===== src/rtl/core/boxsm_pkg.sv =====
package boxsm_pkg;

   // Frame geometry; the line stores are FRAME_SIZE words deep
   localparam int FRAME_SIZE = 64;
   localparam int POS_W = $clog2(FRAME_SIZE);
   localparam int COORD_W = 6;

   // Pixel format: four unsigned Q4.12 channels, red in the low bits
   localparam int CHAN_W = 16;
   localparam int NUM_LANES = 4;
   localparam int PIX_W = NUM_LANES * CHAN_W;

   // 3x3 mean: the sum of nine channels fits in CHAN_W + 4 bits.
   // Division by nine is a multiply by a rounded-up reciprocal; with a
   // shift of SUM_W + 1 the error term is 1, so the floor is exact.
   localparam int WIN_SIZE = 9;
   localparam int SUM_W = CHAN_W + 4;
   localparam int RECIP_SHIFT = SUM_W + 1;
   localparam int RECIP_W = RECIP_SHIFT - 3;
   localparam logic [RECIP_W-1:0] RECIP_MUL = RECIP_W'((2 ** RECIP_SHIFT) / WIN_SIZE + 1);

   // Result queue
   localparam int MAX_RESULTS = 2;
   localparam int FIFO_DEPTH = 8;
   localparam int FIFO_AW = $clog2(FIFO_DEPTH);
   localparam int CNT_W = FIFO_AW + 1;

   typedef logic [POS_W-1:0] pos_type;
   typedef logic [COORD_W-1:0] coord_type;
   typedef logic [CHAN_W-1:0] chan_type;
   typedef logic [PIX_W-1:0] pixel_type;
   typedef logic [SUM_W-1:0] sum_type;

   typedef struct packed {
      logic a_shift;     // stage A holds a pixel: advance the window
      logic a_add_left;  // third column: left neighbor comes from the raw column 0 value
      logic b_step;      // stage B holds a pixel
      logic b_add_res;   // left neighbor is the result of the previous pixel
   } lane_ctrl_type;

   typedef struct packed {
      coord_type row;
      coord_type column;
      pixel_type pixel;
      logic      last;
   } result_type;

   typedef struct packed {
      logic      step;
      logic      interior;
      logic      border;
      coord_type int_row;
      coord_type int_col;
      pixel_type int_pix;
      coord_type bord_row;
      coord_type bord_col;
      pixel_type bord_pix;
   } push_type;

endpackage


===== src/rtl/core/boxsm_lane.sv =====
module boxsm_lane import boxsm_pkg::*; (
   input  logic          clock,
   input  lane_ctrl_type ctrl,
   input  chan_type      px,         // raw pixel of this row
   input  chan_type      old_raw,    // raw pixel of the row above
   input  chan_type      upd_above,  // final pixel two rows up
   output chan_type      res
);
   chan_type upd1_ff, upd2_ff;
   chan_type raw1_ff, raw2_ff;
   chan_type px1_ff, px2_ff;
   chan_type res_ff;
   sum_type  psum_ff, psum_in;
   sum_type  total;
   logic [SUM_W+RECIP_W-1:0] prod;

   // Stage A: everything of the window except the updated left neighbor
   always_comb begin
      psum_in = sum_type'(upd2_ff) + sum_type'(upd1_ff) + sum_type'(upd_above)
              + sum_type'(raw1_ff) + sum_type'(old_raw)
              + sum_type'(px2_ff) + sum_type'(px1_ff) + sum_type'(px);
      if (ctrl.a_add_left) begin
         psum_in = psum_in + sum_type'(raw2_ff);
      end
   end

   // Stage B: closes the loop through the previous result, then divides by nine
   assign total = psum_ff + (ctrl.b_add_res ? sum_type'(res_ff) : '0);
   assign prod  = (SUM_W+RECIP_W)'(total) * (SUM_W+RECIP_W)'(RECIP_MUL);
   assign res   = prod[RECIP_SHIFT +: CHAN_W];

   always_ff @(posedge clock) begin
      if (ctrl.a_shift) begin
         upd2_ff <= upd1_ff;
         upd1_ff <= upd_above;
         raw2_ff <= raw1_ff;
         raw1_ff <= old_raw;
         px2_ff  <= px1_ff;
         px1_ff  <= px;
         psum_ff <= psum_in;
      end
      if (ctrl.b_step) begin
         res_ff <= res;
      end
   end
endmodule


===== config.mk =====
export PLATFORM = sky130hd
export DESIGN_NAME = boxsm_lane
export DESIGN_NICKNAME = d
export VERILOG_FILES = /design/src/rtl/core/boxsm_pkg.sv /design/src/rtl/core/boxsm_lane.sv
export SDC_FILE = /design/constraint.sdc
export NUM_CORES = 1
export LEC_CHECK = 0
export ABC_AREA = 1
export BUFFER_PORTS_ARGS = -buffer_cell sky130_fd_sc_hd__buf_2
export CAP_MARGIN = 20
export CORE_AREA = 5 5 147 184
export DETAILED_ROUTE_END_ITERATION = 8
export DIE_AREA = 0 0 152 189
export GPL_ROUTABILITY_DRIVEN = 0
export PLACE_DENSITY = 0.79
export SLEW_MARGIN = 30
export SYNTH_ARGS = -nofsm -noshare
export SYNTH_HDL_FRONTEND = slang
export SYNTH_SLANG_ARGS = --single-unit

===== constraint.sdc =====
create_clock -name clock -period 13.24 [get_ports clock]
set_input_delay 0.662 -clock clock [delete_from_list [all_inputs] [get_ports clock]]
set_output_delay 0.662 -clock clock [all_outputs]
set_load 0.01 [all_outputs]

Word-level counts from Yosys, hierarchy flattened --
Index checks and enable logic that the tools add are counted.
Storage, ports and cells: flip-flop bits (word level) 132, logic and storage cells 20, output and inout bits 16
Cells by class: multipliers 1, mux-type cells 2, add/sub/neg operators 9
Operators by type and width (count):
- 20-bit by 16-bit adder with 20-bit output | 5
- 20-bit by 18-bit multiplier with 37-bit output (second input constant) | 1
- 19-bit by 16-bit adder with 20-bit output | 1
- 20-bit 2-to-1 mux | 1
- 18-bit by 16-bit adder with 19-bit output | 1
- 17-bit by 16-bit adder with 18-bit output | 1
- 16-bit by 16-bit adder with 17-bit output | 1
- 16-bit 2-to-1 mux | 1

Logic depth before layout (Yosys ltp) --
word-level depth 9, mapped depth 39, depth with buffers taken out 37

Worst setup path before layout --
Ideal clock, no wire load.
path kind input to output, start input port ctrl[0] in the netlist's numbering, end output port res[12], stages 31, arrival time 6.774 ns, data required time 12.578 ns, setup slack 5.804 ns, cells stage by stage clkbuf_1 clkbuf_1 nand2_1 inv_1 ha_1 a21oi_1 o21ai_0 nand2_1 nand3_2 a21boi_0 xnor2_1 inv_1 fa_1 inv_1 ha_1 inv_1 fa_1 inv_1 fa_1 fa_1 inv_1 fa_1 inv_1 ha_1 a21oi_1 o21ai_0 a21oi_1 nor2_1 a211oi_1 nand3_1 nand2_1
On the way: word-level cells in the longest chain between the ends 3
RTL lines:
- start: declaration | line boxsm_lane.sv:3 | input lane_ctrl_type ctrl,
- 16-bit 2-to-1 mux | line boxsm_lane.sv:28 | assign total = psum_ff + (ctrl.b_add_res ? sum_type'(res_ff) : '0);
- 20-bit by 16-bit adder with 20-bit output | line boxsm_lane.sv:28
- 20-bit by 18-bit multiplier with 37-bit output | line boxsm_lane.sv:29 | assign prod = (SUM_W+RECIP_W)'(total) * (SUM_W+RECIP_W)'(RECIP_MUL);
- end: declaration | line boxsm_lane.sv:7 | output chan_type res
Every way passes these cells.

Worst setup path after layout --
start input port ctrl[0] in the netlist's numbering, end output port res[11]
Same word-level chain as after synthesis.

==> flow_summary.ini <==
[synth]
synth_warnings = 0
synthCells = 1532
synth-xor-area-share_pct = 3.784
yosys-top-cells-area = edfxtp_1 27%, fa_1 24%, ha_1 17%
synth_commonest_cells = 359 x inv_1, 250 x nand2_1, 202 x ha_1
synth-compound-area-share_pct = 7.720
synth_nets = 1963
ys_ff_latch = 132
seq_area_frac_synth_pct = 26.87
muxShareOfSynthArea_pct = 0
async_reset_ff_share_pct = 0
yosys.area_share.simple_pct = 11.23
yosysMostFrequentCell = inv_1
synth-adder-area-share_pct = 41.02
synthFlopType = edfxtp_1
ys_types = 43
yosys.area.top_type_share_pct = 26.87
yosys.area.top_type = edfxtp_1
mappedNetlistArea_sq_mm = 0.01475
synth.avg_cell_area_sq_um = 9.627
synth_top_family_by_area = adder cells
synth_edf_count = 132

[worst_setup_path]
endpoint_kind = output pin
critPathMaxStageDelay_ns = 0.54
start_kind = input pin
worstPathRequired_ns = 12.58
critPathArrivalTime_ns = 7.55
slowest_stage = fa_1
crit_path_max_fanout = 16
crit_type = input pin to output pin

[timing]
max_freq_mhz = 121.7
rsz0062_at_grt = no
drv_slew = 0
slew_headroom_pct = 48.07
hold_viol_final = 0
finalSetupTns_ns = 0
finalClockSkew_ns = 0.008595
min_period_ns = 8.216
min_period_over_period_pct = 62.06
setup_violations = 0
tightestPinTransition_ns = 0.7790

[floorplan]
initial_core_util_pct = 58.88
core_area_sq_mm = 0.02505
die_x_um = 152
die_area_sq_mm = 0.02873
fp.dieH_um = 189
pin_count = 69
std_cell_rows = 65

[cells_and_area]
seqCellArea_sq_mm = 0.003964
area_growth_pct = 9.060
finish.net_count = 2046
multi_input_area_sq_mm = 0.009404
fill_cells = 2013
drive_gt1_share_pct = 7.867
antenna_cells = 0

[routing]
wirelength_mm = 33.73
drc = 0
first_pass_iters = 6
vias_per_cell = 5.465
final_antenna_net_count = 0
drt_iter0_drc = 711
wl_per_cell_um = 17.19
vias = 10720

[clock_network]
tritoncts = yes
root_buffer = clkbuf_16
cts_resized = 0
cts.sinks = 132
cts_setup_buffers = 0
cts_buffers = 17
clk_latency_ns = 0.43
clockBufferDepth = 2
htree_levels = 4
holdBufCountCts = 0
clkTransAtPathRegs_ns = 0.06

[global_routing]
grt_pass1_wl_mm = 56.26
antenna_found_initial = 0
grt_overflow = 0
gr-usage-all-layers_pct = 24.55
grt_max_degree = 62
grt_pass1_vias = 11660

[min_path]
hold_class = input pin to flop

[placed_design]
dp_hpwl_mm = 28.36
numPortBuffers = 68

[run_status]
status = finished clean

[flow_run]
drv_cap = 0
path summary, 6_finish.rpt:
path | cells after the start | endpoint | slack (ns) | startpoint
setup / recovery | 29 | res[11] | 5.02 | ctrl[0]
hold / removal | 1 | raw1_ff[1] | 0.42 | old_raw[1]
setup reg to reg | 27 | res_ff[11] | 6.16 | res_ff[0]
hold reg to reg | 0 | px2_ff[15] | 0.45 | px1_ff[15]
logic make-up (layout without fill, tap and decap cells):
kind of cell	Yosys count	after routing
simple gates	399	399
fa+ha+maj	378	378
buf+inv	368	463
compound gates	196	196
flops	132	132
xor+xnor	59	59
worst max-delay path: cells and delay by family:
family                   cells  cell delay (ns)
AO/OA/AOI/OAI                5             1.27
XOR/XNOR                     2             0.53
adder cells (fa/ha/maj)      9             3.76
buffers and inverters        7             0.72
AND/OR/NAND/NOR              6             0.61
flip-flops by register name, summed over array words and instances, names as in the netlist:
signal and count:
px2_ff 16, raw1_ff 16, px1_ff 16, raw2_ff 16, upd2_ff 16, psum_ff 20
res_ff 16, upd1_ff 16
area by class of cell:
type	count	area share, %
inverter	363	8.471
multi-input combinational	1032	58.46
tap	335	2.606
timing repair buffer	69	2.178
clock buffer	17	2.645
clock inverter	14	0.9956
sequential	132	24.64
cell usage in the layout (no fill, tap or decap), types with 36 or more instances in the layout:
cell type	instances
edfxtp_1	132
a21oi_1	81
nand2_1	250
fa_1	176
xor2_1	36
nand3_1	37
o21ai_0	51
buf_2	67
ha_1	202
inv_1	359
nor2_1	66
metrics by stage:
stage	util [%]	cell area, sq um	worst slack (ns)	std cells	hold WS [ns]
finish	64.22	16090	5.024	1962	0.4175
global route	64.22	16090	4.517	1962	0.4032
CTS	64.22	16090	5.083	1962	0.4003
detailed placement	61.88	15500	5.093	1931	0.4344
global placement	61.88	15500	5.148	1931	0.4319
floorplan	-	14750	5.804	1532	0.4264
per-layer routing:
layer | vias to the layer above | part of all wire [%] | GRT usage (%)
met5 | - | 0 | 0
met1 | 5188 | 38 | 28.11
met4 | 0 | 6.1 | 14.01
met2 | 358 | 51 | 43.82
met3 | 105 | 5.2 | 3.704
li1 | 5072 | - | -
Power is left out: the tool's default activity adds up to more than one toggle a clock period on the data nets, which glitch-free logic cannot reach.
