### config.mk
export PLATFORM = sky130hd
export DESIGN_NAME = boxsm_ram
export DESIGN_NICKNAME = d
export VERILOG_FILES = /design/src/rtl/core/boxsm_ram.sv
export SDC_FILE = /design/constraint.sdc
export NUM_CORES = 2
export LEC_CHECK = 0
export CORE_ASPECT_RATIO = 2
export CORE_MARGIN = 1.5
export CORE_UTILIZATION = 45
export CTS_CLUSTER_SIZE = 16
export DETAILED_ROUTE_END_ITERATION = 7
export DONT_BUFFER_PORTS = 1
export HOLD_SLACK_MARGIN = 0.15
export PLACE_DENSITY_LB_ADDON = 0.1
export SETUP_SLACK_MARGIN = 0.15
export SYNTH_ARGS = -nofsm -noshare
export SYNTH_HDL_FRONTEND = slang
export SYNTH_SLANG_ARGS = --single-unit
export TNS_END_PERCENT = 30
### constraint.sdc
create_clock -name clock -period 14.9 [get_ports clock]
set_clock_uncertainty 0.05 [all_clocks]
set_input_delay 2.235 -clock clock [delete_from_list [all_inputs] [get_ports clock]]
set_output_delay 2.235 -clock clock [all_outputs]
set_load 0.01 [all_outputs]
### src/rtl/core/boxsm_ram.sv
module boxsm_ram #(
   parameter int WIDTH = 64,
   parameter int DEPTH = 64
) (
   input  logic                     clock,
   input  logic                     wr_en,
   input  logic [$clog2(DEPTH)-1:0] wr_addr,
   input  logic [WIDTH-1:0]         wr_data,
   input  logic                     rd_en,
   input  logic [$clog2(DEPTH)-1:0] rd_addr,
   output logic [WIDTH-1:0]         rd_data
);
   logic [WIDTH-1:0] mem_ff [DEPTH];
   logic [WIDTH-1:0] rd_data_ff;

   always_ff @(posedge clock) begin
      if (wr_en) begin
         mem_ff[wr_addr] <= wr_data;
      end
      if (rd_en) begin
         rd_data_ff <= mem_ff[rd_addr];
      end
   end

   assign rd_data = rd_data_ff;
endmodule

Yosys cells after proc, flatten, opt, wreduce, memory -nomap -nowiden
Memories as Yosys holds them, arrays and structs flattened. A register that Yosys moved wholly into a read port is not among the register bits.
Index checks and enable logic that the tools add are counted.
{"block": "word_totals", "ff_bits": 0, "ramBits": 4096, "output_inout_bits": 64, "memories": 1}
{"name": "mem_ff", "depth": 64, "width": 64, "rd": 1, "rd_ports_with_merged_regs": 1, "write_ports": 1, "line": "13", "text": "logic [WIDTH-1:0] mem_ff [DEPTH];"}
{"block": "op_classes", "mux": 2}
{"operator": "$mux 1", "n": 2}

Depth between registers and ports, before layout
{"block": "logic_depth", "depth_word": 2, "ltp_mapped": 9, "ltp_nobuf": 5}

Worst setup path after synthesis
No wires, ideal clock.
{"block": "synth_timing", "path_kind": "input-to-reg", "from": "input wr_addr[3]", "to": "memory mem_ff[48][0], enable pin", "setup_time_ps": 564, "t_arrival_ps": 7107, "required_time_ps": 14286, "setup_slack_ps": 7179, "path_stages": 4, "n_path_buf": 1, "path_cell_list": "clkbuf_1 nor2b_1 nand4b_1 nor3_1"}
{"element": "start, declared", "line": "7", "text": "input logic [$clog2(DEPTH)-1:0] wr_addr,"}
{"element": "end, declared", "line": "13"}
No word-level cell before the write port.

==> metrics.txt <==
# TYPE chip_impl_metric gauge
chip_impl_metric{name="design.core.area",unit="mm2"} 0.3473
chip_impl_metric{name="cts_sinks",unit=""} 4160
chip_impl_metric{name="critPathBufInv",unit=""} 4
chip_impl_metric{name="final_period_minus_worst_setup_slack",unit="ps"} 6113
chip_impl_metric{name="routed_wire_length_per_instance",unit="um"} 40.34
chip_impl_metric{name="cts.htree.levels",unit=""} 5
chip_impl_metric{name="synthDominantCellAreaShare",unit=""} 0.7957
chip_impl_metric{name="worst_path_fanout_max",unit=""} 97
chip_impl_metric{name="number_of_flops_mapped_to_enable_cells_by_yosys",unit=""} 4160
chip_impl_info{name="failed_checks",value="slew limit"} 1
chip_impl_info{name="synth.top_cells.by_area",value="edfxtp_1 (80%), mux4_2 (15%), mux2i_1 (0.86%), a22oi_1 (0.80%), buf_2 (0.54%)"} 1
chip_impl_metric{name="fillers",unit=""} 27380
chip_impl_metric{name="synthDistinctLibCells",unit=""} 32
chip_impl_metric{name="power_leakage",unit="nW"} 53.63
chip_impl_info{name="worstPathCellList",value="buf_16 -> buf_16 -> buf_16 -> buf_16 -> mux4_2 -> mux2i_1 -> nand2_1 -> a31oi_1 -> a211oi_1"} 1
chip_impl_metric{name="post-cts-setup-buffer-count",unit=""} 0
chip_impl_metric{name="worst-r2r-setup-slack",unit="ps"} 12450
chip_impl_info{name="clk_root_buffer_cell",value="clkbuf_16"} 1
chip_impl_metric{name="critPathMaxStageDelay",unit="ps"} 700
chip_impl_metric{name="drtAntennaViolNets",unit=""} 0
chip_impl_metric{name="synth_warnings",unit=""} 0
chip_impl_info{name="synth.cells.most_frequent",value="edfxtp_1 (4160), mux4_2 (1024), buf_2 (170)"} 1
chip_impl_metric{name="floorplan.die_area",unit="mm2"} 0.3526
chip_impl_metric{name="buffer_ports.inserted",unit=""} 0
chip_impl_info{name="most_frequently_used_cell_type_in_the_post_synthesis_netlist",value="edfxtp_1"} 1
chip_impl_metric{name="die_h",unit="um"} 838.3
chip_impl_metric{name="ioPinCount",unit=""} 143
chip_impl_metric{name="timing.fmax",unit="MHz"} 163.6
chip_impl_metric{name="mappedNetlistArea",unit="mm2"} 0.1570
chip_impl_metric{name="worstSkewPairLatency",unit="ps"} 950
chip_impl_info{name="cp_common_cell",value="buf_16"} 1
chip_impl_metric{name="tritoncts.num_buffers",unit=""} 372
chip_impl_metric{name="via_per_inst",unit=""} 6.282
chip_impl_metric{name="initialDrtViolationCount",unit=""} 8177
chip_impl_metric{name="routed-via-count",unit=""} 73710
chip_impl_metric{name="cts_hold_repair.buffers",unit=""} 0
chip_impl_metric{name="gp_congestion",unit=""} 0.7720
chip_impl_metric{name="postRouteWirelength",unit="mm"} 473.3
chip_impl_metric{name="max_slew_margin",unit=""} -0.2274
chip_impl_metric{name="final_hold_viol_count",unit=""} 0
chip_impl_metric{name="postSynthCellCount",unit=""} 6598
chip_impl_metric{name="place.detailed.instances",unit=""} 11050
chip_impl_metric{name="finish.net_count",unit=""} 6889
chip_impl_metric{name="die_x",unit="um"} 420.7
chip_impl_info{name="synthDominantAreaCellType",value="edfxtp_1"} 1
chip_impl_metric{name="dp_hpwl",unit="mm"} 256.8
chip_impl_metric{name="share_of_cells_above_drive_strength_1",unit=""} 0.2593
chip_impl_metric{name="cellPowerDensity",unit="mW/mm2"} 134.3
chip_impl_metric{name="postSynth.asyncResetShare",unit=""} 0
chip_impl_metric{name="cp.required",unit="ps"} 15480
chip_impl_metric{name="fin_setup_tns",unit="ps"} 0
chip_impl_metric{name="initial_antenna_violation_count",unit=""} 14
chip_impl_metric{name="synth_sequential_area_ratio",unit=""} 0.7957
chip_impl_metric{name="setup-violations-final",unit=""} 0
chip_impl_info{name="worstHoldPathType",value="reg2reg"} 1
chip_impl_metric{name="flow.area_growth_from_synthesis",unit="%"} 11.60
chip_impl_metric{name="clk_pin_slew_worst_paths",unit="ps"} 70
chip_impl_info{name="critPathTopFamily",value="buffers and inverters"} 1
chip_impl_metric{name="start_util",unit=""} 0.4521
chip_impl_metric{name="finalNonFillerCells",unit=""} 11730
chip_impl_metric{name="power.ir.vdd_worst",unit="mV"} 0.1036
chip_impl_metric{name="detail_route.drc_violations",unit=""} 0
chip_impl_metric{name="placed_cell_area",unit="mm2"} 0.1633
chip_impl_info{name="cts_tree",value="done"} 1
chip_impl_info{name="ys_dominant_reg_cell",value="edfxtp_1"} 1
chip_impl_info{name="end_kind",value="flip-flop"} 1
chip_impl_metric{name="grt_overflow",unit=""} 0
chip_impl_metric{name="clock_tree.buffer_depth",unit=""} 4
chip_impl_metric{name="worst_pin_slew",unit="ps"} 1841
chip_impl_metric{name="cap_viol_max_count",unit=""} 0
chip_impl_info{name="crit_type",value="in2reg"} 1
chip_impl_metric{name="first_global_vias",unit=""} 77220
chip_impl_info{name="critical_path.startpoint_type",value="input pin"} 1
chip_impl_metric{name="total_power",unit="W"} 0.02352
chip_impl_metric{name="slew_viol_final",unit=""} 180
chip_impl_metric{name="drt-pass1-iter-count",unit=""} 7
chip_impl_metric{name="synth.net_count",unit=""} 6677
chip_impl_metric{name="postCtsResizedCells",unit=""} 0
chip_impl_metric{name="wire_length_of_the_first_global_routing_pass",unit="mm"} 646.1
chip_impl_metric{name="grt_use_total",unit=""} 0.2697
chip_impl_metric{name="postLayoutCellArea",unit="mm2"} 0.1752
chip_impl_info{name="rsz0062_at_grt",value="false"} 1
chip_impl_metric{name="min_period_over_period",unit=""} 0.4102
chip_impl_metric{name="maximum_number_of_pins_on_one_net_before_global_route_repair",unit=""} 412
chip_impl_info{name="outcome",value="finished, violations left"} 1
chip_impl_metric{name="ys_ff_latch",unit=""} 4160
chip_impl_metric{name="rows",unit=""} 306
chip_impl_metric{name="worst_endpoint_data_arrival_time",unit="ps"} 6700
chip_impl_metric{name="syn_avg_cell_area",unit="um2"} 23.79
chip_impl_info{name="slowest_stage",value="a31oi_1"} 1
[metrics by stage]
stage	util	setup WS, ps	hold slack, ps
after global placement	0.4701	7652	849.6
after global routing	0.5045	8538	907.8
after floorplan	-	7179	814.8
after CTS	0.5042	8994	857.1
after detailed placement	0.4702	7993	847.1
final	0.5045	8787	853.4
[worst min-delay path, stage by stage, from the launching register on]
cell      delay (ps)
edfxtp_1         320
mux4_2           220
a22oi_1           60
nand3_1           70
and3_1           140
[power breakdown]
| group | internal [W] | switching [W] | leakage, nW | total [W] |
|---|---|---|---|---|
| clock | 0.00529 | 0.00433 | 5.75 | 0.00962 |
| sequential | 0.0130 | 0.0000660 | 37.5 | 0.0130 |
| combinational | 0.000380 | 0.000483 | 10.4 | 0.000862 |
| total | 0.0186 | 0.00488 | 53.6 | 0.0235 |
[cell families after synthesis]
| family | Yosys count | synth area share |
|---|---|---|
| compound gates | 504 | 0.02467 |
| buf+inv | 389 | 0.01176 |
| flops | 4160 | 0.7957 |
| mux | 1159 | 0.1555 |
| simple gates | 386 | 0.01235 |
[state kept, by name (all words and copies together), names as in the netlist]
register	flops
mem_ff	4096
rd_data	64
[worst paths after layout]
path / startpoint / end / cells past startpoint
max: rd_addr[0] / rd_data[6] / 9
min: mem_ff[39][34] / rd_data[34] / 4
max reg2reg: mem_ff[38][52] / rd_data[52] / 4
min reg2reg: mem_ff[39][34] / rd_data[34] / 4
[cell type report]
type | instances | area (um2) | area share
Antenna cell | 7 | 17.52 | 0.00009998
Multi-Input combinational cell | 2049 | 30790 | 0.1757
Tap cell | 4620 | 5781 | 0.03299
Inverter | 19 | 71.32 | 0.0004071
Clock inverter | 220 | 2032 | 0.01160
Timing Repair Buffer | 208 | 1839 | 0.01050
Sequential cell | 4160 | 124900 | 0.7130
Clock buffer | 451 | 9754 | 0.05567
[placed cells by master, fill, tap and decap left out, types with 26 or more instances in the layout]
cell type,instances
or2_2,28
clkbuf_1,72
a41oi_1,26
clkbuf_16,379
and3_1,64
mux2i_1,135
nor2_1,47
o22ai_1,83
bufinv_16,36
clkinv_2,61
buf_4,193
nand2_1,55
edfxtp_1,4160
a22o_1,88
a22oi_1,168
clkinv_1,96
mux4_2,1024
o221ai_1,38
nor2_4,65
a211oi_1,63
or3_1,29
nand3_1,45
[per-layer routing]
| metal | wire length [um] | global-route usage | up-vias |
|---|---|---|---|
| met5 | 27 | 0 | - |
| met4 | 17610 | 0.09100 | 4 |
| met3 | 28670 | 0.04391 | 743 |
| met2 | 258100 | 0.4935 | 2672 |
| met1 | 168900 | 0.3197 | 41390 |
| li1 | - | - | 28910 |
Note: power is estimated with default switching activity, not from simulation.
