**src/rtl/core/boxsm_pkg.sv**
```systemverilog
package boxsm_pkg;

   // Frame geometry; the line stores are FRAME_SIZE words deep
   localparam int FRAME_SIZE = 64;
   localparam int POS_W = $clog2(FRAME_SIZE);
   localparam int COORD_W = 6;

   // Pixel format: four unsigned Q4.12 channels, red in the low bits
   localparam int CHAN_W = 16;
   localparam int NUM_LANES = 4;
   localparam int PIX_W = NUM_LANES * CHAN_W;

   // 3x3 mean: the sum of nine channels fits in CHAN_W + 4 bits.
   // Division by nine is a multiply by a rounded-up reciprocal; with a
   // shift of SUM_W + 1 the error term is 1, so the floor is exact.
   localparam int WIN_SIZE = 9;
   localparam int SUM_W = CHAN_W + 4;
   localparam int RECIP_SHIFT = SUM_W + 1;
   localparam int RECIP_W = RECIP_SHIFT - 3;
   localparam logic [RECIP_W-1:0] RECIP_MUL = RECIP_W'((2 ** RECIP_SHIFT) / WIN_SIZE + 1);

   // Result queue
   localparam int MAX_RESULTS = 2;
   localparam int FIFO_DEPTH = 8;
   localparam int FIFO_AW = $clog2(FIFO_DEPTH);
   localparam int CNT_W = FIFO_AW + 1;

   typedef logic [POS_W-1:0] pos_type;
   typedef logic [COORD_W-1:0] coord_type;
   typedef logic [CHAN_W-1:0] chan_type;
   typedef logic [PIX_W-1:0] pixel_type;
   typedef logic [SUM_W-1:0] sum_type;

   typedef struct packed {
      logic a_shift;     // stage A holds a pixel: advance the window
      logic a_add_left;  // third column: left neighbor comes from the raw column 0 value
      logic b_step;      // stage B holds a pixel
      logic b_add_res;   // left neighbor is the result of the previous pixel
   } lane_ctrl_type;

   typedef struct packed {
      coord_type row;
      coord_type column;
      pixel_type pixel;
      logic      last;
   } result_type;

   typedef struct packed {
      logic      step;
      logic      interior;
      logic      border;
      coord_type int_row;
      coord_type int_col;
      pixel_type int_pix;
      coord_type bord_row;
      coord_type bord_col;
      pixel_type bord_pix;
   } push_type;

endpackage

```
**src/rtl/core/boxsm_rsp_if.sv**
```systemverilog
interface boxsm_rsp_if import boxsm_pkg::*; ();
   logic      valid;
   logic      ready;
   coord_type row;
   coord_type column;
   chan_type  out_red;
   chan_type  out_green;
   chan_type  out_blue;
   chan_type  out_alpha;
   logic      last_of_run;

   modport source (
      output valid,
      output row,
      output column,
      output out_red,
      output out_green,
      output out_blue,
      output out_alpha,
      output last_of_run,
      input  ready
   );

   modport sink (
      input  valid,
      input  row,
      input  column,
      input  out_red,
      input  out_green,
      input  out_blue,
      input  out_alpha,
      input  last_of_run,
      output ready
   );
endinterface

```
**src/rtl/core/boxsm_merge.sv**
```systemverilog
module boxsm_merge import boxsm_pkg::*; (
   input  logic               clock,
   input  logic               reset,
   input  push_type           push,
   output logic [CNT_W-1:0]   fill,
   boxsm_rsp_if.source        rsp_chan
);
   result_type slot_ff [FIFO_DEPTH];
   logic [FIFO_AW-1:0] wr_ptr_ff, wr_ptr_in;
   logic [FIFO_AW-1:0] rd_ptr_ff, rd_ptr_in;
   logic [FIFO_AW-1:0] second_ptr;
   logic [CNT_W-1:0]   count_ff, count_in;
   logic [1:0]         n_push;
   logic               pop;
   result_type         first_res, second_res, head;

   function automatic logic [FIFO_AW-1:0] ptr_next(input logic [FIFO_AW-1:0] p);
      if (p == FIFO_AW'(FIFO_DEPTH - 1)) begin
         return '0;
      end
      return p + FIFO_AW'(1);
   endfunction

   always_comb begin
      second_res.row    = push.bord_row;
      second_res.column = push.bord_col;
      second_res.pixel  = push.bord_pix;
      second_res.last   = 1'b1;
      if (push.interior) begin
         first_res.row    = push.int_row;
         first_res.column = push.int_col;
         first_res.pixel  = push.int_pix;
         first_res.last   = !push.border;
      end else begin
         first_res = second_res;
      end
      n_push = push.step ? ({1'b0, push.interior} + {1'b0, push.border}) : 2'd0;
   end

   assign second_ptr = ptr_next(wr_ptr_ff);
   assign pop        = rsp_chan.valid && rsp_chan.ready;

   always_comb begin
      case (n_push)
         2'd1:    wr_ptr_in = second_ptr;
         2'd2:    wr_ptr_in = ptr_next(second_ptr);
         default: wr_ptr_in = wr_ptr_ff;
      endcase
      rd_ptr_in = pop ? ptr_next(rd_ptr_ff) : rd_ptr_ff;
      count_in  = count_ff + CNT_W'(n_push) - CNT_W'(pop);
   end

   always_ff @(posedge clock) begin
      if (reset) begin
         wr_ptr_ff <= '0;
         rd_ptr_ff <= '0;
         count_ff  <= '0;
      end else begin
         wr_ptr_ff <= wr_ptr_in;
         rd_ptr_ff <= rd_ptr_in;
         count_ff  <= count_in;
      end
   end

   always_ff @(posedge clock) begin
      if (n_push != 2'd0) begin
         slot_ff[wr_ptr_ff] <= first_res;
      end
      if (n_push == 2'd2) begin
         slot_ff[second_ptr] <= second_res;
      end
   end

   assign head                 = slot_ff[rd_ptr_ff];
   assign fill                 = count_ff;
   assign rsp_chan.valid       = (count_ff != '0);
   assign rsp_chan.row         = head.row;
   assign rsp_chan.column      = head.column;
   assign rsp_chan.out_red     = head.pixel[0*CHAN_W +: CHAN_W];
   assign rsp_chan.out_green   = head.pixel[1*CHAN_W +: CHAN_W];
   assign rsp_chan.out_blue    = head.pixel[2*CHAN_W +: CHAN_W];
   assign rsp_chan.out_alpha   = head.pixel[3*CHAN_W +: CHAN_W];
   assign rsp_chan.last_of_run = head.last;

   // the upstream reservation must keep every push within the queue
   assert property (@(posedge clock) disable iff (reset)
      push.step |-> (int'(count_ff) + int'(n_push) <= FIFO_DEPTH))
      else $error("result queue overflow");

   // an interior result that is not last always has its border partner queued behind it
   assert property (@(posedge clock) disable iff (reset)
      (rsp_chan.valid && !rsp_chan.last_of_run) |-> (count_ff >= CNT_W'(2)))
      else $error("first of a result pair queued alone");

   assert property (@(posedge clock) disable iff (reset)
      (pop && !rsp_chan.last_of_run) |=> (rsp_chan.valid && rsp_chan.last_of_run))
      else $error("result pair split");
endmodule

```
**src/flat_wrapper.sv**
```systemverilog
// flat-port wrapper written by rule: the top's interface ports become plain ports
module boxsm_merge_flat import boxsm_pkg::*;
  (clock, reset, push, fill, rsp_chan_valid, rsp_chan_row, rsp_chan_column, rsp_chan_out_red, rsp_chan_out_green, rsp_chan_out_blue, rsp_chan_out_alpha, rsp_chan_last_of_run, rsp_chan_ready);
  boxsm_rsp_if rsp_chan_i ();
  input  logic clock;
  input  logic reset;
  input  push_type push;
  output logic [CNT_W-1:0] fill;
  output wire logic [$bits(rsp_chan_i.valid)-1:0] rsp_chan_valid;
  output wire logic [$bits(rsp_chan_i.row)-1:0] rsp_chan_row;
  output wire logic [$bits(rsp_chan_i.column)-1:0] rsp_chan_column;
  output wire logic [$bits(rsp_chan_i.out_red)-1:0] rsp_chan_out_red;
  output wire logic [$bits(rsp_chan_i.out_green)-1:0] rsp_chan_out_green;
  output wire logic [$bits(rsp_chan_i.out_blue)-1:0] rsp_chan_out_blue;
  output wire logic [$bits(rsp_chan_i.out_alpha)-1:0] rsp_chan_out_alpha;
  output wire logic [$bits(rsp_chan_i.last_of_run)-1:0] rsp_chan_last_of_run;
  input wire logic [$bits(rsp_chan_i.ready)-1:0] rsp_chan_ready;
  assign rsp_chan_valid = rsp_chan_i.valid;
  assign rsp_chan_row = rsp_chan_i.row;
  assign rsp_chan_column = rsp_chan_i.column;
  assign rsp_chan_out_red = rsp_chan_i.out_red;
  assign rsp_chan_out_green = rsp_chan_i.out_green;
  assign rsp_chan_out_blue = rsp_chan_i.out_blue;
  assign rsp_chan_out_alpha = rsp_chan_i.out_alpha;
  assign rsp_chan_last_of_run = rsp_chan_i.last_of_run;
  assign rsp_chan_i.ready = rsp_chan_ready;
  boxsm_merge u_core (.clock(clock), .reset(reset), .push(push), .fill(fill), .rsp_chan(rsp_chan_i));
endmodule
```
**config.mk**
```make
export PLATFORM = sky130hd
export DESIGN_NAME = boxsm_merge_flat
export DESIGN_NICKNAME = d
export VERILOG_FILES = /design/src/rtl/core/boxsm_pkg.sv /design/src/rtl/core/boxsm_rsp_if.sv /design/src/rtl/core/boxsm_merge.sv /design/src/flat_wrapper.sv
export SDC_FILE = /design/constraint.sdc
export NUM_CORES = 1
export LEC_CHECK = 0
export BUFFER_PORTS_ARGS = -buffer_cell sky130_fd_sc_hd__buf_2
export CELL_PAD_IN_SITES_DETAIL_PLACEMENT = 0
export CELL_PAD_IN_SITES_GLOBAL_PLACEMENT = 1
export CORE_AREA = 10 10 278 280
export CTS_CLUSTER_SIZE = 28
export DETAILED_ROUTE_END_ITERATION = 10
export DIE_AREA = 0 0 288 290
export PLACE_DENSITY = 0.76
export SLEW_MARGIN = 10
export SYNTH_ARGS = -nofsm -noshare
export SYNTH_HDL_FRONTEND = slang
export SYNTH_SLANG_ARGS = --single-unit
```
**constraint.sdc**
```tcl
create_clock -name clock -period 13.55 [get_ports clock]
set_clock_uncertainty 0.2 [all_clocks]
set_input_delay 4.065 -clock clock [delete_from_list [all_inputs] [get_ports clock]]
set_output_delay 4.065 -clock clock [all_outputs]
set_load 0.02 [all_outputs]
```
# Word level (Yosys, flattened, before mapping)
# Memories as Yosys holds them, arrays and structs flattened. A register that Yosys moved wholly into a read port is not among the register bits.
# Cells that the tools add are included.
[op_classes] n_addsub=6 n_eq_ne=5 muxes=19 reduce_logical=5
[ops] operator="$mux W77" count=1
[ops] operator="$mux W3" count=8
[ops] operator="$add A3 B1 Y3 const B" count=3
[ops] operator="$eq A3 B3 Y1 const B" count=3
[ops] operator="$mux W1" count=8
[ops] operator="$pmux W3 S2" count=1
[ops] operator="$add A4 B2 Y4" count=1
[ops] operator="$reduce_bool A2 Y1" count=2
[ops] operator="$reduce_bool A4 Y1" count=1
[ops] operator="$sub A4 B1 Y4" count=1
[ops] operator="$add A1 B1 Y2" count=1
[ops] operator="$eq A2 B1 Y1 const B" count=1
[ops] operator="$eq A2 B2 Y1 const B" count=1
[ops] operator="$mux W2" count=1
[ops] operator="$logic_and A1 B1 Y1" count=1
[ops] operator="$logic_not A1 Y1" count=1
[word_totals] register_bits=10 ram_bits=616 input_bits=158 out_inout_bits=82 wordCells=39 n_memories=1
[mem_list] memory="u_core.slot_ff" words=8 word_bits=77 read_ports=1 rd_ports_with_merged_regs=1 wr=2 line="boxsm_merge.sv:8" source="result_type slot_ff [FIFO_DEPTH];"

# Depth between registers and ports, before layout
# Gate-level depths: netlist (run 1).
[depth] depth_word=8 mapped_depth=11 mapped_depth_nobuf=11

# Least setup slack after synthesis (run 1)
# No wires, ideal clock.
[synth_timing] path_kind="input -> register" startpoint="in push[152] (netlist name)" endpoint="mem u_core.slot_ff[2][10] (netlist name), enable pin" setup_ns=0.615 arrival_time_ns=10.711 required_time_ns=12.735 setup_slack_ns=2.024 path_stages=8 n_path_buf=2 path_cell_list="ha_1 clkbuf_1 nand2_1 inv_1 ha_1 buf_2 or3b_4 o21ai_0"
[synth_lines] item="from (decl)" line="flat_wrapper.sv:7" source="input push_type push;"
[synth_lines] item="to (decl)" line="boxsm_merge.sv:8"

==> results.yml, run 1 <==
synthesis:
  synth-seq-cells: 629
  syn-cell-area_um2: 32000
  synth.cells.most_frequent: "sky130_fd_sc_hd__edfxtp_1, sky130_fd_sc_hd__o2bb2ai_1, sky130_fd_sc_hd__mux2_2, sky130_fd_sc_hd__nor2_1, sky130_fd_sc_hd__mux4_2"
  post-synth-top-count-cell: "sky130_fd_sc_hd__edfxtp_1"
  netlist_instances: 2079
  synth_largest_type_area_fraction_pct: 57.0
  area_contributors_post_synth: "sky130_fd_sc_hd__edfxtp_1, sky130_fd_sc_hd__o2bb2ai_1, sky130_fd_sc_hd__mux4_2, sky130_fd_sc_hd__mux2_2, sky130_fd_sc_hd__mux2i_1"
  synthesis.nets: 2254
  synth_area_per_cell_um2: 15.4
  ys.warnings.count: 0
  asyncSetResetFlopFracSynth_pct: 0
  synth.yosys.seq_area_share_pct: 58.3
  synth.largest_area_cell: "sky130_fd_sc_hd__edfxtp_1"
  synth.lib_cells_used.distinct: 40
  synth_enable_flop_cells: 608
  synth-main-ff-cell: "sky130_fd_sc_hd__edfxtp_1"
hold_path:
  min-delay-path-class: "reg2reg"
  hold_path.startpoint: "u_core.slot_ff[1][0]$_SDFFE_PP1P_"
clock_network:
  clock_insertion_delay_worst_skew_ns: 0.60
  post_cts_resize_count: 0
  numCtsBuffers: 68
  clock_tree.buffer_depth: 3
  cts.sink_count: 629
  cts_root_buffer: "sky130_fd_sc_hd__clkbuf_16"
  hold_buffers: 0
  tritoncts: "done"
  clkSlewWorstSetupHoldPaths_ns: 0.06
  post_cts_buffers: 0
  h-tree-depth: 3
setup_path:
  startpoint_type: "register"
  crit_chain: "buf_4 -> buf_4 -> mux4_2 -> mux2_2 -> buf_2"
  path_buf_inv: 3
  timing.critical_path.max_delay_family: "buffers and inverters"
  worst-endpoint-required_ns: 9.28
  crit-reg2reg-launch: "u_core.wr_ptr_ff[0]$_SDFFE_PP0P_"
  timing.critical_path.mode_cell: "sky130_fd_sc_hd__buf_4"
  timing.critical_path.to_type: "output port"
  critPathMaxFanout: 44
  worst_ep_arrival_time_ns: 4.27
  timing.setup.critical_path_class: "reg2out"
  slowest_delay_ns: 0.89
  slowest_cell_on_the_critical_path: "sky130_fd_sc_hd__dfxtp_4"
sta:
  final_hold_viol_count: 0
  setup-violations-final: 0
  maximum_clock_frequency_ghz: 0.117
  max_slew.worst_pin.slew_ns: 1.25
  setup_tns_ns: 0
  timing.slew.headroom_pct: 16.6
  finalWorstSetupSlack_ns: 5.02
  fin_crit_sh_pct: 63.0
  slew_viol_final: 0
  period_minus_slack_ns: 8.53
  setup_repair_after_global_routing_missed_its_margin: "no"
  timing.hold.ws_ns: 0.266
placed_design:
  port-buffer-count: 239
  place.detailed.hpwl_um: 52300
  dp_slack_ns: 4.74
  placed_area_um2: 33600
  gp_congestion: 0.787
flow_run:
  max-cap-violations: 0
global_route:
  antenna_found_initial: 5
  first_global_vias: 21600
  grt_start_max_net_pins: 80
  grt_first_pass_wirelength_um: 140000
  grt_resource_usage_total_pct: 22.0
  grt_overflow_total: 0
drt:
  detailedRoute.firstIterationViolations: 2031
  drtAntennaViolNets: 0
  route.vias.total: 20400
  postRouteWirelength_um: 94000
  post_route_drc_violation_count: 0
  firstDrtPassIters: 7
  dr_wl_cell_um: 29.7
  post_drt_via_cell_ratio: 6.45
floorplanning:
  floorplan.initialDensity_pct: 44.9
  fp.dieW_um: 288
  num_io_pins: 240
  fp-row-count: 98
  area_of_the_die_um2: 83500
  floorplan.die.height_um: 290
  core_area_um2: 71400
finish:
  areaGrowthSynthToFinish_pct: 12.1
  multi_input_comb_area_um2: 12200
  finalNetCount: 2333
  count_of_fill_cells_added_during_filler_insertion: 5960
  finish.instance_area_um2: 35900
  register_area_um2: 18700
  drive_gt1_share_pct: 35.2
pwr:
  switching_share_pct: 27.6
  totalPowerFinal_mw: 5.22
  vdd_ir_max_mv: 0.0866
  internal_power_mw: 3.78
  cellLeakagePower_nw: 11.5
  total_switching_power_mw: 1.44
  power-per-cell-area_nw_per_um2: 146
  power.combinational.fraction_pct: 19.8
  p_clk_share_pct: 36.0
  seq_power_share_pct: 44.1
run_status:
  run_status: "finished clean"
==> logic make-up after synthesis <==
kind of cell | Yosys count | synth area share (%)
XOR/XNOR | 2 | 0.0547
AO/OA/AOI/OAI | 488 | 13.1
multiplexers | 460 | 21.3
flip-flops | 629 | 58.3
AND/OR/NAND/NOR | 202 | 2.71
adder cells (fa/ha/maj) | 17 | 0.688
buffers and inverters | 281 | 3.82
==> placed cells by master (no fill, tap or decap), types with 15 or more instances in the layout <==
master / instances
sky130_fd_sc_hd__inv_1: 15
sky130_fd_sc_hd__mux4_2: 154
sky130_fd_sc_hd__edfxtp_1: 608
sky130_fd_sc_hd__mux2i_1: 77
sky130_fd_sc_hd__buf_2: 238
sky130_fd_sc_hd__clkinv_1: 17
sky130_fd_sc_hd__buf_4: 37
sky130_fd_sc_hd__clkbuf_16: 72
sky130_fd_sc_hd__mux2_2: 229
sky130_fd_sc_hd__dfxtp_1: 18
sky130_fd_sc_hd__o2bb2ai_1: 456
sky130_fd_sc_hd__ha_1: 16
sky130_fd_sc_hd__nor2_1: 162
==> state kept, by name (all words and copies together) (netlist names), named ones only <==
register,count
u_core.fill,4
u_core.wr_ptr_ff,3
u_core.slot_ff,616
u_core.rd_ptr_ff,3
==> power by group through the flow <==
stage	registers, mW	logic, mW	clock network (mW)
after floorplan	2.31	0.746	0
after global placement	2.34	1.04	0
after detailed placement	2.35	1.05	0
after CTS	2.31	1.05	1.90
after global routing	2.32	1.11	1.97
final	2.30	1.04	1.88
==> through the flow <==
| step | cells | utilization, % |
|---|---|---|
| 2_1_floorplan | 2079 | - |
| 3_5_place_dp | 3038 | 47.1 |
| 5_1_grt | 3162 | 50.3 |
| 3_3_place_gp | 3038 | 47.1 |
| 6_report | 3164 | 50.3 |
| 4_1_cts | 3162 | 50.3 |
==> path summary, 6_finish.rpt <==
path | endpoint | slack [ns] | cells past startpoint
worst max-delay path | rsp_chan_out_red[1] | 5.02 | 5
worst min-delay path | u_core.slot_ff[1][0]$_SDFFE_PP1P_ | 0.27 | 1
worst max register to register | u_core.slot_ff[1][40]$_DFFE_PP_ | 9.28 | 6
worst min register to register | u_core.slot_ff[1][0]$_SDFFE_PP1P_ | 0.27 | 1
==> area by class of cell <==
class,instances,share of cell area (%)
diodes,2,0.0139
clock buffers,84,5.20
clock inverters,40,1.01
inverters,15,0.157
multi-input cells,1169,34.1
flip-flops and latches,629,52.1
well taps,950,3.31
repair buffers,275,4.09
==> layer usage <==
| metal | up-vias | GRT usage (%) | wire [um] |
|---|---|---|---|
| li1 | 8650 | - | - |
| met1 | 10600 | 28.6 | 37100 |
| met2 | 975 | 37.2 | 47000 |
| met3 | 142 | 3.70 | 7810 |
| met4 | 4 | 6.50 | 2160 |
| met5 | - | 0 | 29 |
Power figures use the tool's default switching activity.
==> inputs of run 2 (changes only) <==
--- a/config.mk
+++ b/config.mk
@@ -5,14 +5,15 @@
 export SDC_FILE = /design/constraint.sdc
 export NUM_CORES = 1
 export LEC_CHECK = 0
+export ABC_AREA = 1
 export BUFFER_PORTS_ARGS = -buffer_cell sky130_fd_sc_hd__buf_2
 export CELL_PAD_IN_SITES_DETAIL_PLACEMENT = 0
 export CELL_PAD_IN_SITES_GLOBAL_PLACEMENT = 1
-export CORE_AREA = 10 10 278 280
+export CORE_AREA = 10 10 296 298
 export CTS_CLUSTER_SIZE = 28
 export DETAILED_ROUTE_END_ITERATION = 10
-export DIE_AREA = 0 0 288 290
-export PLACE_DENSITY = 0.76
+export DIE_AREA = 0 0 306 308
+export PLACE_DENSITY = 0.85
 export SLEW_MARGIN = 10
 export SYNTH_ARGS = -nofsm -noshare
 export SYNTH_HDL_FRONTEND = slang
==> constraint.sdc (replaced) <==
create_clock -name clock -period 8.4 [get_ports clock]
set_clock_uncertainty 0.2 [all_clocks]
set_input_delay 2.52 -clock clock [delete_from_list [all_inputs] [get_ports clock]]
set_output_delay 2.52 -clock clock [all_outputs]
set_load 0.02 [all_outputs]
==> results.yml, run 2 <==
floorplanning:
  floorplan.die.height_um: 308
  core_area_um2: 81600
  floorplan.initialDensity_pct: 44.7
  num_io_pins: 240
  fp.dieW_um: 306
  area_of_the_die_um2: 94200
  fp-row-count: 105
drt:
  detailedRoute.firstIterationViolations: 3383
  dr_wl_cell_um: 19.9
  met1Wirelength_um: 48800
  wl_met2_um: 57300
  firstDrtPassIters: 6
  route.met3.wl_um: 9750
  post_route_drc_violation_count: 0
  drtAntennaViolNets: 0
  route.vias.total: 31300
  postRouteWirelength_um: 120000
  post_drt_via_cell_ratio: 5.19
  route.top_layer_used: "met5"
clock_network:
  numCtsBuffers: 72
  h-tree-depth: 3
  tritoncts: "done"
  hold_buffers: 0
  cts_root_buffer: "sky130_fd_sc_hd__clkbuf_16"
  cts.sink_count: 629
  clock_tree.buffer_depth: 3
  clkSlewWorstSetupHoldPaths_ns: 0.06
  clock_insertion_delay_worst_skew_ns: 0.62
  post_cts_buffers: 0
  post_cts_resize_count: 0
global_route:
  grt_overflow_total: 0
  antenna_found_initial: 3
  grt_resource_usage_total_pct: 24.8
  grt_first_pass_wirelength_um: 181000
  first_global_vias: 29900
  grt_start_max_net_pins: 154
finish:
  drive_gt1_share_pct: 9.30
  mostFrequentLayoutCell: "sky130_fd_sc_hd__nand2_1"
  flip_flop_count_of_the_largest_register_after_layout: 616
  finalNetCount: 5078
  leading_cell_types_in_the_layout_fill_and_taps_excluded: "sky130_fd_sc_hd__nand2_1, sky130_fd_sc_hd__inv_1, sky130_fd_sc_hd__edfxtp_1, sky130_fd_sc_hd__o21ai_0, sky130_fd_sc_hd__nand3_1"
  areaGrowthSynthToFinish_pct: 9.75
  count_of_fill_cells_added_during_filler_insertion: 7936
  registers.top_by_ff_count: "u_core.slot_ff"
setup_path:
  worst_ep_arrival_time_ns: 3.82
  path_buf_inv: 3
  crit_chain: "buf_4 -> buf_4 -> nand2_1 -> nand3_1 -> nand2_1 -> nand2_1 -> nand2_1 -> buf_2"
  critPathMaxFanout: 84
  slowest_cell_on_the_critical_path: "sky130_fd_sc_hd__buf_4"
  timing.setup.critical_path_class: "reg2out"
  startpoint_type: "register"
  timing.critical_path.max_delay_family: "buffers and inverters"
  worst-r2r-setup-slack_ns: 4.20
  timing.critical_path.mode_cell: "sky130_fd_sc_hd__nand2_1"
  slowest_delay_ns: 0.93
  timing.critical_path.to_type: "output port"
  worst-endpoint-required_ns: 5.68
sta:
  final_hold_viol_count: 0
  max_slew.worst_pin.slew_ns: 1.25
  period_minus_slack_ns: 6.54
  setup_tns_ns: 0
  slew_viol_final: 0
  setup_repair_after_global_routing_missed_its_margin: "no"
  timing.slew.headroom_pct: 15.6
  maximum_clock_frequency_ghz: 0.153
  setup-violations-final: 0
  fin_crit_sh_pct: 77.8
synthesis:
  ys.warnings.count: 0
  asyncSetResetFlopFracSynth_pct: 0
  synth_area_per_cell_um2: 7.45
  synth-seq-cells: 629
  synth_enable_flop_cells: 608
  synthesis.nets: 5069
  synth.yosys.seq_area_share_pct: 51.2
  post-synth-top-count-cell: "sky130_fd_sc_hd__nand2_1"
  synth.largest_area_cell: "sky130_fd_sc_hd__edfxtp_1"
  synth.lib_cells_used.distinct: 27
  synth_largest_type_area_fraction_pct: 50.1
  netlist_instances: 4894
  synth-main-ff-cell: "sky130_fd_sc_hd__edfxtp_1"
  synth.cells.most_frequent: "sky130_fd_sc_hd__nand2_1, sky130_fd_sc_hd__inv_1, sky130_fd_sc_hd__edfxtp_1, sky130_fd_sc_hd__o21ai_0, sky130_fd_sc_hd__nand3_1"
  area_contributors_post_synth: "sky130_fd_sc_hd__edfxtp_1, sky130_fd_sc_hd__nand2_1, sky130_fd_sc_hd__inv_1, sky130_fd_sc_hd__o21ai_0, sky130_fd_sc_hd__nand3_1"
  syn-cell-area_um2: 36500
pwr:
  cellLeakagePower_nw: 18.3
  power-per-cell-area_nw_per_um2: 239
  totalPowerFinal_mw: 9.58
  vdd_ir_max_mv: 0.143
run_status:
  run_status: "finished clean"
placed_design:
  place.detailed.hpwl_um: 67500
  port-buffer-count: 239
  gp_congestion: 0.812
hold_path:
  min-delay-path-class: "reg2reg"
flow_run:
  max-cap-violations: 0
run 2: changes by cell type after synthesis, sizes merged, moves of 154 or more:
cell,delta
o2bb2ai,-456
nand3,+322
nand2,+2180
o21ai,+523
inv,+790
mux2,-229
mux4,-154
run 2: logic make-up after synthesis:
family / count (synthesis) / synth area share, %
AOI/OAI and AO/OA: 545 / 7.52
DFF: 629 / 51.2
buffers and inverters: 1162 / 13.1
and+or+nand+nor: 2540 / 27.5
xor gates and xnor gates: 1 / 0.0240
adders and majority gates: 17 / 0.604
run 2: metal layers:
| metal | up-vias | GRT usage (%) |
|---|---|---|
| li1 | 15200 | - |
| met1 | 14600 | 31.5 |
| met2 | 1338 | 42.5 |
| met3 | 231 | 3.59 |
| met4 | 4 | 9.14 |
| met5 | - | 0 |
run 2: per-stage QoR:
stage	cell area, um^2	util, %	cells	hold WS (ns)	setup slack, ns
final	40000	49.0	6030	0.283	1.86
after global routing	40000	49.0	6030	0.311	1.67
after CTS	40000	49.0	6029	0.280	1.83
after detailed placement	37800	46.4	5899	0.266	1.77
after global placement	37800	46.4	5899	0.264	1.84
after floorplan	36500	-	4894	0.242	2.29
run 2: worst register-to-register path: stages, from the launching register on:
cell and delay, ns:
sky130_fd_sc_hd__dfxtp_1 0.76, sky130_fd_sc_hd__ha_1 0.27, sky130_fd_sc_hd__ha_1 0.31, sky130_fd_sc_hd__inv_1 0.18, sky130_fd_sc_hd__nand2_1 0.12, sky130_fd_sc_hd__nor2_4 0.71
sky130_fd_sc_hd__inv_1 0.21, sky130_fd_sc_hd__nand2_4 0.56, sky130_fd_sc_hd__buf_4 0.50
run 2: where the power goes:
part	internal, mW	switching (mW)	leakage [nW]
clock	1.71	1.31	1.06
combinational	0.740	2.11	10.6
sequential	3.59	0.120	6.62
run 2: layout make-up:
cell class / instances / area (um^2) / share of cell area, %
tap: 1070 / 1340 / 3.35
multi-input combinational: 3103 / 13100 / 32.8
inverter: 805 / 3040 / 7.61
clock inverter: 34 / 219 / 0.547
antenna: 1 / 2.50 / 0.00625
sequential: 629 / 18700 / 46.7
clock buffer: 96 / 1970 / 4.91
timing repair buffer: 292 / 1640 / 4.09
run 2: final timing paths:
| check | from | cells after the start | endpoint |
|---|---|---|---|
| worst min-delay path | u_core.slot_ff[3][0]$_SDFFE_PP1N_ | 2 | u_core.slot_ff[3][0]$_SDFFE_PP1N_ |
| worst max register to register | u_core.wr_ptr_ff[0]$_SDFFE_PP0P_ | 8 | u_core.slot_ff[2][51]$_DFFE_PP_ |
| worst min register to register | u_core.slot_ff[3][0]$_SDFFE_PP1N_ | 2 | u_core.slot_ff[3][0]$_SDFFE_PP1N_ |
| worst max-delay path | register | 8 | rsp_chan_last_of_run |
